$ cat src/rtl/pats_pkg.sv
`timescale 1ns / 1ps
`default_nettype none
// ----------------------------------------------------------------------------
// pats_pkg
// Types, constants and helper functions shared by the task scheduler files.
// ----------------------------------------------------------------------------
package pats_pkg;

   localparam int TASK_SLOTS = 16;
   localparam int SLOT_W     = $clog2(TASK_SLOTS);
   localparam int COUNT_W    = $clog2(TASK_SLOTS + 1);
   localparam int PRIO_W     = 6;
   localparam int STEP_W     = 5;
   localparam int CSR_ADDR_W = 4;
   localparam int CSR_DATA_W = 32;

   localparam logic signed [PRIO_W-1:0] PRIO_BEST_RESET  = -6'sd20;
   localparam logic signed [PRIO_W-1:0] PRIO_WORST_RESET = 6'sd20;
   localparam logic [STEP_W-1:0]        AGING_STEP_RESET = 5'd1;
   localparam logic signed [PRIO_W-1:0] PRIO_MIN = {1'b1, {(PRIO_W-1){1'b0}}};

   localparam logic [1:0] REG_PRIO_BEST  = 2'd0;
   localparam logic [1:0] REG_PRIO_WORST = 2'd1;
   localparam logic [1:0] REG_AGING_STEP = 2'd2;

   typedef enum logic [1:0] {
      FUNC_ADD    = 2'd0,
      FUNC_SET    = 2'd1,
      FUNC_REMOVE = 2'd2,
      FUNC_SCHED  = 2'd3
   } func_type;

   localparam logic [1:0] STATUS_OK    = 2'd0;
   localparam logic [1:0] STATUS_SLOT  = 2'd1;
   localparam logic [1:0] STATUS_EMPTY = 2'd2;

   typedef enum logic [2:0] {
      S_IDLE,
      S_EXEC,
      S_ADD_TAIL,
      S_WALK,
      S_RESP
   } state_type;

   typedef struct packed {
      logic signed [PRIO_W-1:0] prio_best;
      logic signed [PRIO_W-1:0] prio_worst;
      logic [STEP_W-1:0]        aging_step;
   } cfg_type;

   function automatic logic signed [PRIO_W-1:0] clamp_prio(
      input logic signed [PRIO_W-1:0] req,
      input logic signed [PRIO_W-1:0] best,
      input logic signed [PRIO_W-1:0] worst);
      logic signed [PRIO_W-1:0] v;
      v = req;
      if (v > worst) begin
         v = worst;
      end
      if (v < best) begin
         v = best;
      end
      return v;
   endfunction

   function automatic logic signed [PRIO_W-1:0] age_prio(
      input logic signed [PRIO_W-1:0] v,
      input logic [STEP_W-1:0]        step);
      logic signed [PRIO_W:0] diff;
      diff = $signed({v[PRIO_W-1], v}) - $signed({{(PRIO_W+1-STEP_W){1'b0}}, step});
      if (diff[PRIO_W] != diff[PRIO_W-1]) begin
         return PRIO_MIN;
      end
      return diff[PRIO_W-1:0];
   endfunction

endpackage
`default_nettype wire

$ cat src/rtl/pats_csr.sv
`timescale 1ns / 1ps
`default_nettype none
// ----------------------------------------------------------------------------
// pats_csr
// Configuration registers of the task scheduler behind an APB-style port.
// ----------------------------------------------------------------------------
module pats_csr
   import pats_pkg::*;
(
   input  wire logic                  clock,
   input  wire logic                  reset,
   input  wire logic                  csr_psel,
   input  wire logic                  csr_penable,
   input  wire logic                  csr_pwrite,
   input  wire logic [CSR_ADDR_W-1:0] csr_paddr,
   input  wire logic [CSR_DATA_W-1:0] csr_pwdata,
   output logic      [CSR_DATA_W-1:0] csr_prdata,
   output logic                       csr_pready,
   output cfg_type                    cfg
);

   cfg_type    cfg_ff;
   cfg_type    cfg_in;
   logic [1:0] reg_index;
   logic       write_en;

   assign reg_index  = csr_paddr[CSR_ADDR_W-1:2];
   assign write_en   = csr_psel & csr_penable & csr_pwrite;
   assign csr_pready = 1'b1;
   assign cfg        = cfg_ff;

   always_comb begin
      cfg_in = cfg_ff;
      if (write_en) begin
         unique case (reg_index)
            REG_PRIO_BEST:  cfg_in.prio_best  = csr_pwdata[PRIO_W-1:0];
            REG_PRIO_WORST: cfg_in.prio_worst = csr_pwdata[PRIO_W-1:0];
            REG_AGING_STEP: cfg_in.aging_step = csr_pwdata[STEP_W-1:0];
            default:        cfg_in = cfg_ff;
         endcase
      end
   end

   always_comb begin
      unique case (reg_index)
         REG_PRIO_BEST:  csr_prdata = {{(CSR_DATA_W-PRIO_W){1'b0}}, cfg_ff.prio_best};
         REG_PRIO_WORST: csr_prdata = {{(CSR_DATA_W-PRIO_W){1'b0}}, cfg_ff.prio_worst};
         REG_AGING_STEP: csr_prdata = {{(CSR_DATA_W-STEP_W){1'b0}}, cfg_ff.aging_step};
         default:        csr_prdata = '0;
      endcase
   end

   always_ff @(posedge clock) begin
      if (reset) begin
         cfg_ff.prio_best  <= PRIO_BEST_RESET;
         cfg_ff.prio_worst <= PRIO_WORST_RESET;
         cfg_ff.aging_step <= AGING_STEP_RESET;
      end else begin
         cfg_ff <= cfg_in;
      end
   end

endmodule
`default_nettype wire

$ cat src/rtl/priority_aging_task_scheduler.sv
`timescale 1ns / 1ps
`default_nettype none
// ----------------------------------------------------------------------------
// priority_aging_task_scheduler
// Ring of ready tasks with static and dynamic priorities and aging.
// ----------------------------------------------------------------------------
// Each transfer on the req_ channel carries one command: add a task slot,
// set its priority, remove it, or schedule. Each command gives exactly one
// transfer on the rsp_ channel with the chosen slot, a valid flag and a
// status code. Configuration is to be written by the user through the csr_
// port only while the block is idle; the block itself does not enforce this.
// The block works on one command at a time and drops req_ready while busy.
// Set priority, remove and rejected commands pass through S_EXEC and then
// S_RESP; an accepted add on a non-empty ring passes S_ADD_TAIL between
// the two, and schedule on a ring of two or more tasks passes S_WALK,
// where the sequencer visits one ring entry per cycle through the shared
// compare and aging unit. req_ready rises in the cycle after the result
// is loaded. The result sits in an output register; while the receiver
// stalls a further result waits until the held one is taken.
// Reset empties the ring, clears all priorities and loads the register
// defaults. No memory sweep follows reset.
// ----------------------------------------------------------------------------
module priority_aging_task_scheduler
   import pats_pkg::*;
(
   input  wire logic                     clock,
   input  wire logic                     reset,
   input  wire logic                     req_valid,
   output logic                          req_ready,
   input  wire logic [1:0]               req_func,
   input  wire logic [SLOT_W-1:0]        req_task_slot,
   input  wire logic signed [PRIO_W-1:0] req_prio,
   output logic                          rsp_valid,
   input  wire logic                     rsp_ready,
   output logic [SLOT_W-1:0]             rsp_chosen_task,
   output logic                          rsp_chosen_valid,
   output logic [1:0]                    rsp_status,
   input  wire logic                     csr_psel,
   input  wire logic                     csr_penable,
   input  wire logic                     csr_pwrite,
   input  wire logic [CSR_ADDR_W-1:0]    csr_paddr,
   input  wire logic [CSR_DATA_W-1:0]    csr_pwdata,
   output logic      [CSR_DATA_W-1:0]    csr_prdata,
   output logic                          csr_pready
);

   cfg_type cfg;

   pats_csr u_csr (
      .clock       (clock),
      .reset       (reset),
      .csr_psel    (csr_psel),
      .csr_penable (csr_penable),
      .csr_pwrite  (csr_pwrite),
      .csr_paddr   (csr_paddr),
      .csr_pwdata  (csr_pwdata),
      .csr_prdata  (csr_prdata),
      .csr_pready  (csr_pready),
      .cfg         (cfg)
   );

   // Task table.
   logic [TASK_SLOTS-1:0]    in_ring_ff;
   logic signed [PRIO_W-1:0] static_prio_ff  [TASK_SLOTS];
   logic signed [PRIO_W-1:0] dynamic_prio_ff [TASK_SLOTS];
   logic [SLOT_W-1:0]        next_link_ff    [TASK_SLOTS];
   logic [SLOT_W-1:0]        prev_link_ff    [TASK_SLOTS];

   // Sequencer state.
   state_type                state_ff, state_in;
   func_type                 func_ff;
   logic [SLOT_W-1:0]        slot_ff;
   logic signed [PRIO_W-1:0] prio_ff;
   logic [SLOT_W-1:0]        head_ff, head_in;
   logic [COUNT_W-1:0]       count_ff, count_in;
   logic [SLOT_W-1:0]        cur_ff, cur_in;
   logic [SLOT_W-1:0]        best_ff, best_in;
   logic signed [PRIO_W-1:0] best_prio_ff, best_prio_in;
   logic [COUNT_W-1:0]       iter_ff, iter_in;
   logic [SLOT_W-1:0]        tail_ff, tail_in;
   logic [SLOT_W-1:0]        res_chosen_ff, res_chosen_in;
   logic                     res_valid_ff, res_valid_in;
   logic [1:0]               res_status_ff, res_status_in;
   logic                     rsp_valid_ff, rsp_valid_in;
   logic [SLOT_W-1:0]        rsp_chosen_ff;
   logic                     rsp_chosen_valid_ff;
   logic [1:0]               rsp_status_ff;

   // Table write controls.
   logic                     ring_we, ring_wdata;
   logic                     prio_we;
   logic signed [PRIO_W-1:0] prio_wdata;
   logic                     dyn_we;
   logic [SLOT_W-1:0]        dyn_waddr;
   logic signed [PRIO_W-1:0] dyn_wdata;
   logic                     next_we, prev_we;
   logic [SLOT_W-1:0]        next_waddr, next_wdata, prev_waddr, prev_wdata;

   // Table reads.
   logic [SLOT_W-1:0]        link_raddr;
   logic [SLOT_W-1:0]        next_rd, prev_rd;
   logic signed [PRIO_W-1:0] dyn_rd, static_rd;
   logic                     ring_rd;

   logic                     req_fire, rsp_load;
   logic                     slot_ok, walk_last, walk_better, walk_age;

   assign req_fire = req_valid & req_ready;
   assign req_ready = (state_ff == S_IDLE);
   assign rsp_load = (state_ff == S_RESP) & (~rsp_valid_ff | rsp_ready);

   always_comb begin
      if (state_ff == S_WALK) begin
         link_raddr = cur_ff;
      end else if (func_ff == FUNC_ADD || func_ff == FUNC_SCHED) begin
         link_raddr = head_ff;
      end else begin
         link_raddr = slot_ff;
      end
   end

   assign next_rd   = next_link_ff[link_raddr];
   assign prev_rd   = prev_link_ff[link_raddr];
   assign dyn_rd    = dynamic_prio_ff[cur_ff];
   assign static_rd = static_prio_ff[head_ff];
   assign ring_rd   = in_ring_ff[slot_ff];

   assign slot_ok     = ({1'b0, slot_ff} < (SLOT_W+1)'(TASK_SLOTS));
   assign walk_last   = ((iter_ff + COUNT_W'(1)) == count_ff);
   assign walk_better = (dyn_rd < best_prio_ff);
   assign walk_age    = ~walk_better & (cur_ff != best_ff) & (dyn_rd > cfg.prio_best);

   always_comb begin
      state_in = state_ff;
      unique case (state_ff)
         S_IDLE: begin
            if (req_fire) begin
               state_in = S_EXEC;
            end
         end
         S_EXEC: begin
            state_in = S_RESP;
            if (func_ff == FUNC_ADD && slot_ok && !ring_rd && count_ff != '0) begin
               state_in = S_ADD_TAIL;
            end else if (func_ff == FUNC_SCHED && count_ff > COUNT_W'(1)) begin
               state_in = S_WALK;
            end
         end
         S_ADD_TAIL: state_in = S_RESP;
         S_WALK: begin
            if (walk_last) begin
               state_in = S_RESP;
            end
         end
         S_RESP: begin
            if (rsp_load) begin
               state_in = S_IDLE;
            end
         end
         default: state_in = S_IDLE;
      endcase
   end

   always_comb begin
      head_in       = head_ff;
      count_in      = count_ff;
      cur_in        = cur_ff;
      best_in       = best_ff;
      best_prio_in  = best_prio_ff;
      iter_in       = iter_ff;
      tail_in       = tail_ff;
      res_chosen_in = res_chosen_ff;
      res_valid_in  = res_valid_ff;
      res_status_in = res_status_ff;
      ring_we       = 1'b0;
      ring_wdata    = 1'b0;
      prio_we       = 1'b0;
      prio_wdata    = '0;
      dyn_we        = 1'b0;
      dyn_waddr     = slot_ff;
      dyn_wdata     = '0;
      next_we       = 1'b0;
      next_waddr    = slot_ff;
      next_wdata    = head_ff;
      prev_we       = 1'b0;
      prev_waddr    = slot_ff;
      prev_wdata    = tail_ff;
      unique case (state_ff)
         S_EXEC: begin
            res_chosen_in = '0;
            res_valid_in  = 1'b0;
            res_status_in = STATUS_OK;
            unique case (func_ff)
               FUNC_ADD: begin
                  if (!slot_ok || ring_rd) begin
                     res_status_in = STATUS_SLOT;
                  end else begin
                     prio_we    = 1'b1;
                     prio_wdata = '0;
                     ring_we    = 1'b1;
                     ring_wdata = 1'b1;
                     count_in   = count_ff + COUNT_W'(1);
                     next_we    = 1'b1;
                     prev_we    = 1'b1;
                     if (count_ff == '0) begin
                        head_in    = slot_ff;
                        next_wdata = slot_ff;
                        prev_wdata = slot_ff;
                     end else begin
                        tail_in    = prev_rd;
                        next_wdata = head_ff;
                        prev_waddr = head_ff;
                        prev_wdata = slot_ff;
                     end
                  end
               end
               FUNC_SET: begin
                  if (!slot_ok) begin
                     res_status_in = STATUS_SLOT;
                  end else begin
                     prio_we    = 1'b1;
                     prio_wdata = clamp_prio(prio_ff, cfg.prio_best, cfg.prio_worst);
                  end
               end
               FUNC_REMOVE: begin
                  if (!slot_ok || !ring_rd) begin
                     res_status_in = STATUS_SLOT;
                  end else begin
                     ring_we    = 1'b1;
                     ring_wdata = 1'b0;
                     count_in   = count_ff - COUNT_W'(1);
                     if (count_ff == COUNT_W'(1)) begin
                        head_in = '0;
                     end else begin
                        next_we    = 1'b1;
                        next_waddr = prev_rd;
                        next_wdata = next_rd;
                        prev_we    = 1'b1;
                        prev_waddr = next_rd;
                        prev_wdata = prev_rd;
                        if (head_ff == slot_ff) begin
                           head_in = next_rd;
                        end
                     end
                  end
               end
               FUNC_SCHED: begin
                  if (count_ff == '0) begin
                     res_status_in = STATUS_EMPTY;
                  end else begin
                     dyn_we        = 1'b1;
                     dyn_waddr     = head_ff;
                     dyn_wdata     = static_rd;
                     best_in       = head_ff;
                     best_prio_in  = static_rd;
                     cur_in        = next_rd;
                     iter_in       = COUNT_W'(1);
                     res_chosen_in = head_ff;
                     res_valid_in  = 1'b1;
                  end
               end
               default: res_status_in = STATUS_OK;
            endcase
         end
         S_ADD_TAIL: begin
            next_we    = 1'b1;
            next_waddr = tail_ff;
            next_wdata = slot_ff;
            prev_we    = 1'b1;
            prev_waddr = slot_ff;
            prev_wdata = tail_ff;
         end
         S_WALK: begin
            if (walk_better) begin
               best_in      = cur_ff;
               best_prio_in = dyn_rd;
            end else if (walk_age) begin
               dyn_we    = 1'b1;
               dyn_waddr = cur_ff;
               dyn_wdata = age_prio(dyn_rd, cfg.aging_step);
            end
            cur_in  = next_rd;
            iter_in = iter_ff + COUNT_W'(1);
            if (walk_last) begin
               head_in       = best_in;
               res_chosen_in = best_in;
            end
         end
         default: begin
            head_in = head_ff;
         end
      endcase
   end

   always_comb begin
      rsp_valid_in = rsp_valid_ff;
      if (rsp_load) begin
         rsp_valid_in = 1'b1;
      end else if (rsp_ready) begin
         rsp_valid_in = 1'b0;
      end
   end

   always_ff @(posedge clock) begin
      if (reset) begin
         state_ff     <= S_IDLE;
         head_ff      <= '0;
         count_ff     <= '0;
         rsp_valid_ff <= 1'b0;
         in_ring_ff   <= '0;
         for (int i = 0; i < TASK_SLOTS; i++) begin
            static_prio_ff[i]  <= '0;
            dynamic_prio_ff[i] <= '0;
         end
      end else begin
         state_ff     <= state_in;
         head_ff      <= head_in;
         count_ff     <= count_in;
         rsp_valid_ff <= rsp_valid_in;
         if (ring_we) begin
            in_ring_ff[slot_ff] <= ring_wdata;
         end
         if (prio_we) begin
            static_prio_ff[slot_ff]  <= prio_wdata;
            dynamic_prio_ff[slot_ff] <= prio_wdata;
         end else if (dyn_we) begin
            dynamic_prio_ff[dyn_waddr] <= dyn_wdata;
         end
      end
   end

   always_ff @(posedge clock) begin
      if (next_we) begin
         next_link_ff[next_waddr] <= next_wdata;
      end
      if (prev_we) begin
         prev_link_ff[prev_waddr] <= prev_wdata;
      end
      if (req_fire) begin
         func_ff <= func_type'(req_func);
         slot_ff <= req_task_slot;
         prio_ff <= req_prio;
      end
      cur_ff        <= cur_in;
      best_ff       <= best_in;
      best_prio_ff  <= best_prio_in;
      iter_ff       <= iter_in;
      tail_ff       <= tail_in;
      res_chosen_ff <= res_chosen_in;
      res_valid_ff  <= res_valid_in;
      res_status_ff <= res_status_in;
      if (rsp_load) begin
         rsp_chosen_ff       <= res_chosen_ff;
         rsp_chosen_valid_ff <= res_valid_ff;
         rsp_status_ff       <= res_status_ff;
      end
   end

   assign rsp_valid        = rsp_valid_ff;
   assign rsp_chosen_task  = rsp_chosen_ff;
   assign rsp_chosen_valid = rsp_chosen_valid_ff;
   assign rsp_status       = rsp_status_ff;

endmodule
`default_nettype wire

$ cat config.mk
export PLATFORM = sky130hd
export DESIGN_NAME = priority_aging_task_scheduler
export DESIGN_NICKNAME = d
export VERILOG_FILES = /design/src/rtl/pats_pkg.sv /design/src/rtl/pats_csr.sv /design/src/rtl/priority_aging_task_scheduler.sv
export SDC_FILE = /design/constraint.sdc
export NUM_CORES = 1
export LEC_CHECK = 0
export BUFFER_PORTS_ARGS = -buffer_cell sky130_fd_sc_hd__buf_4
export CAP_MARGIN = 25
export CORE_MARGIN = 2
export CORE_UTILIZATION = 55
export DETAILED_ROUTE_END_ITERATION = 12
export PLACE_DENSITY = 0.83
export SYNTH_ARGS = -nofsm -noshare
export SYNTH_HDL_FRONTEND = slang
export SYNTH_HIERARCHICAL = 1
export SYNTH_SLANG_ARGS = --single-unit
$ cat constraint.sdc
create_clock -name clock -period 5.4 [get_ports clock]
set_clock_uncertainty 0.1 [all_clocks]
set_input_delay 0.54 -clock clock [delete_from_list [all_inputs] [get_ports clock]]
set_output_delay 0.54 -clock clock [all_outputs]
set_load 0.01 [all_outputs]
==> results.yml <==
run_status:
  status: "finished clean"
hold_path:
  hold_path.class: "primary input to flip-flop"
timing:
  grt_setup_unrepaired: "false"
  setup_violations: 0
  setup_slack_ns: 0.324
  fmax_mhz: 197
  slew_headroom_pct: 28.0
  hold_viol: 0
  fin_hold_ws_ns: 0.0478
  tightest_slew_ns: 1.08
  final_max_slew_viol_count: 0
  finalCritPeriodShare_pct: 94.0
  min_period_ns: 5.08
  tns_ns: 0
floorplanning:
  fp.dieArea_um2: 39800
  rows: 71
  start_util_pct: 55.9
  die_h_um: 200
  die_w_um: 200
  core_um2: 37700
  pin_count: 97
setup_path:
  arrival_ns: 5.22
  critPathMaxFanout: 22
  worstSetupStartpointType: "flip-flop"
  crit_type: "flip-flop to flip-flop"
  crit_required_ns: 5.54
  cp-end-kind: "flip-flop"
yosys:
  yosysWarnings: 6
  synth_common_cells: "edfxtp_1, nor2_1, nand2_1, mux4_2, mux2i_1"
  ys_ff_latch: 423
  ys_types: 91
  synth_area_leaders: "edfxtp_1, mux4_2, dfxtp_1, nor2_1, mux2i_1"
  netlist.area_leader.share_pct: 52.7
  synth_ff_type: "edfxtp_1"
  synth-seq-area-share_pct: 57.8
  netlist_area_um2: 21000
  postSynth.asyncResetShare_pct: 0
  synth_area_per_cell_um2: 12.9
  synth_top_area_cell: "edfxtp_1"
  synth_edf_count: 369
  syn_inst: 1631
  yosysMostFrequentCell: "edfxtp_1"
clock_tree:
  ctsLongestPathBuffers: 3
  cts_buffers: 45
  cts_htree_levels: 2
  root_buffer: "clkbuf_16"
  cts_tree: "built"
  postCtsHoldBufs: 0
  clk_latency_ns: 0.57
  cts_sinks: 423
  clk_pin_slew_ns: 0.06
global_routing:
  antenna_found_initial: 0
  grt_max_degree: 95
  grt_usage_pct: 24.9
  grt_pass1_vias: 13600
  gr-total-overflow: 0
  grt_first_pass_wirelength_um: 75400
placement:
  port_buffers: 41
  post-place-ws_ns: 0.0747
  place_inst: 2131
  dpl.hpwl_um: 33200
  gp_congestion: 0.927
routing:
  drtAntennaViolNets: 0
  drtPass1Iterations: 6
  drtIter0Drc: 1571
  wire_per_inst_um: 22.2
  totalWireLength_um: 49200
  drc: 0
  vias: 13700
  avgViaCountPerCell: 6.18
final_layout:
  fin_nets: 1765
  drive_gt1_share_pct: 18.8
  syn2layout_area_growth_pct: 11.4
  n_antenna_cell: 0
  fillers: 2778
  final_cell_count_no_fill: 2217
  final_core_util_pct: 62.2
pwr:
  power.density_nw_per_um2: 318
  p_sw_share_pct: 23.2
  comb_power_share_pct: 9.6
  ir_worst_vdd_mv: 0.330
  clock_power_share_pct: 41.1
  seqPwrFrac_pct: 49.3
  p_sw_w: 0.00173
  p_leak_nw: 8.19
  p_int_w: 0.00572
run:
  maxCapViolCount: 0
==> final timing paths <==
path	startpoint	end	slack (ns)	depth (start not counted)
max	flip-flop	dynamic_prio_ff[15][3]$_SDFFCE_PN0P_	0.32	13
min	req_prio[2]	prio_ff[2]$_DFFE_PP_	0.05	1
max reg2reg	flip-flop	dynamic_prio_ff[15][3]$_SDFFCE_PN0P_	0.32	13
min reg2reg	res_status_ff[0]$_DFFE_PP_	rsp_status[0]$_DFFE_PP_	0.32	0
==> flip-flops by register name, indices dropped and copies added, names as in the netlist, 6 cells and up, named ones only <==
| register | flops |
|---|---|
| dynamic_prio_ff | 96 |
| static_prio_ff | 96 |
| next_link_ff | 64 |
| prev_link_ff | 64 |
| u_csr/cfg | 17 |
| in_ring_ff | 16 |
| best_prio_ff | 6 |
| prio_ff | 6 |
==> area by class of cell <==
class | count | area [um2] | share of cell area, %
inverter | 42 | 158 | 0.673
clock inverter | 22 | 243 | 1.04
multi-input combinational | 1075 | 8310 | 35.4
tap | 511 | 639 | 2.73
sequential | 423 | 12200 | 51.9
clock buffer | 58 | 1210 | 5.15
timing repair buffer | 86 | 728 | 3.11
==> logic make-up after synthesis <==
logic type / after synthesis / share of synthesized area (%)
adder cells (fa/ha/maj): 37 / 2.24
AND/OR/NAND/NOR: 593 / 13.6
XOR/XNOR: 24 / 0.999
AO/OA/AOI/OAI: 207 / 7.29
buffers and inverters: 158 / 3.58
flip-flops: 423 / 57.8
multiplexers: 187 / 14.5
other: 2 / 0.0357
==> power groups by stage <==
stage                     clock network, W  registers [W]  logic [W]
after floorplan                          0        0.00371   0.000522
after global placement                   0        0.00374   0.000664
after detailed placement                 0        0.00374   0.000687
after CTS                          0.00311        0.00368   0.000692
after global routing               0.00323        0.00368   0.000761
final                              0.00307        0.00367   0.000715
==> per-stage QoR <==
| stage | total power, W | area [um2] |
|---|---|---|
| floorplan | 0.00423 | 21100 |
| global placement | 0.00440 | 21800 |
| detailed placement | 0.00443 | 21800 |
| CTS | 0.00747 | 23300 |
| global route | 0.00767 | 23400 |
| finish | 0.00746 | 23400 |
==> repair_timing <==
item                                    CTS  global route
setup buffers                             0             4
gates resized for setup                   0             6
endpoints found under the setup margin    0            70
==> metal layers <==
metal | vias up | GRT usage (%) | routed length [um]
met5 | - | 0 | 0
met4 | 0 | 10.9 | 2250
met3 | 164 | 5.13 | 4110
met2 | 730 | 41.7 | 24100
met1 | 6703 | 31.6 | 18700
li1 | 6112 | - | -
==> critical path: stages (launching register included) <==
cell and delay, ns:
dfxtp_1 0.35, buf_12 0.22, mux4_2 0.57, mux4_2 0.59, ha_1 0.37, nand2_1 0.08, o2111ai_1 0.38, nor4_2 0.13
nor3_4 0.37, a31oi_2 0.23, nand2b_4 0.31, o21ai_2 0.48, nand3_2 0.26, nand2b_1 0.29
==> cells in the final DEF, fill, tap and decap left out, drive strengths merged, types with 5 or more instances in the layout <==
cell,n
nor3,19
ha,36
a21o,19
dfxtp,54
nand3,39
a32oi,6
nor3b,6
a211oi,5
and2,17
nand4,12
nor2,289
mux4,91
nand2,109
a221oi,9
xnor2,16
inv,44
o31ai,17
or2,9
mux2i,80
a22oi,7
bufinv,5
edfxtp,369
o21ai,45
buf,86
a21oi,48
clkinv,13
conb,27
nand2b,64
nor2b,9
clkbuf,58
a2111oi,5
xor2,8
mux2,16
Power figures use the tool's default switching activity.
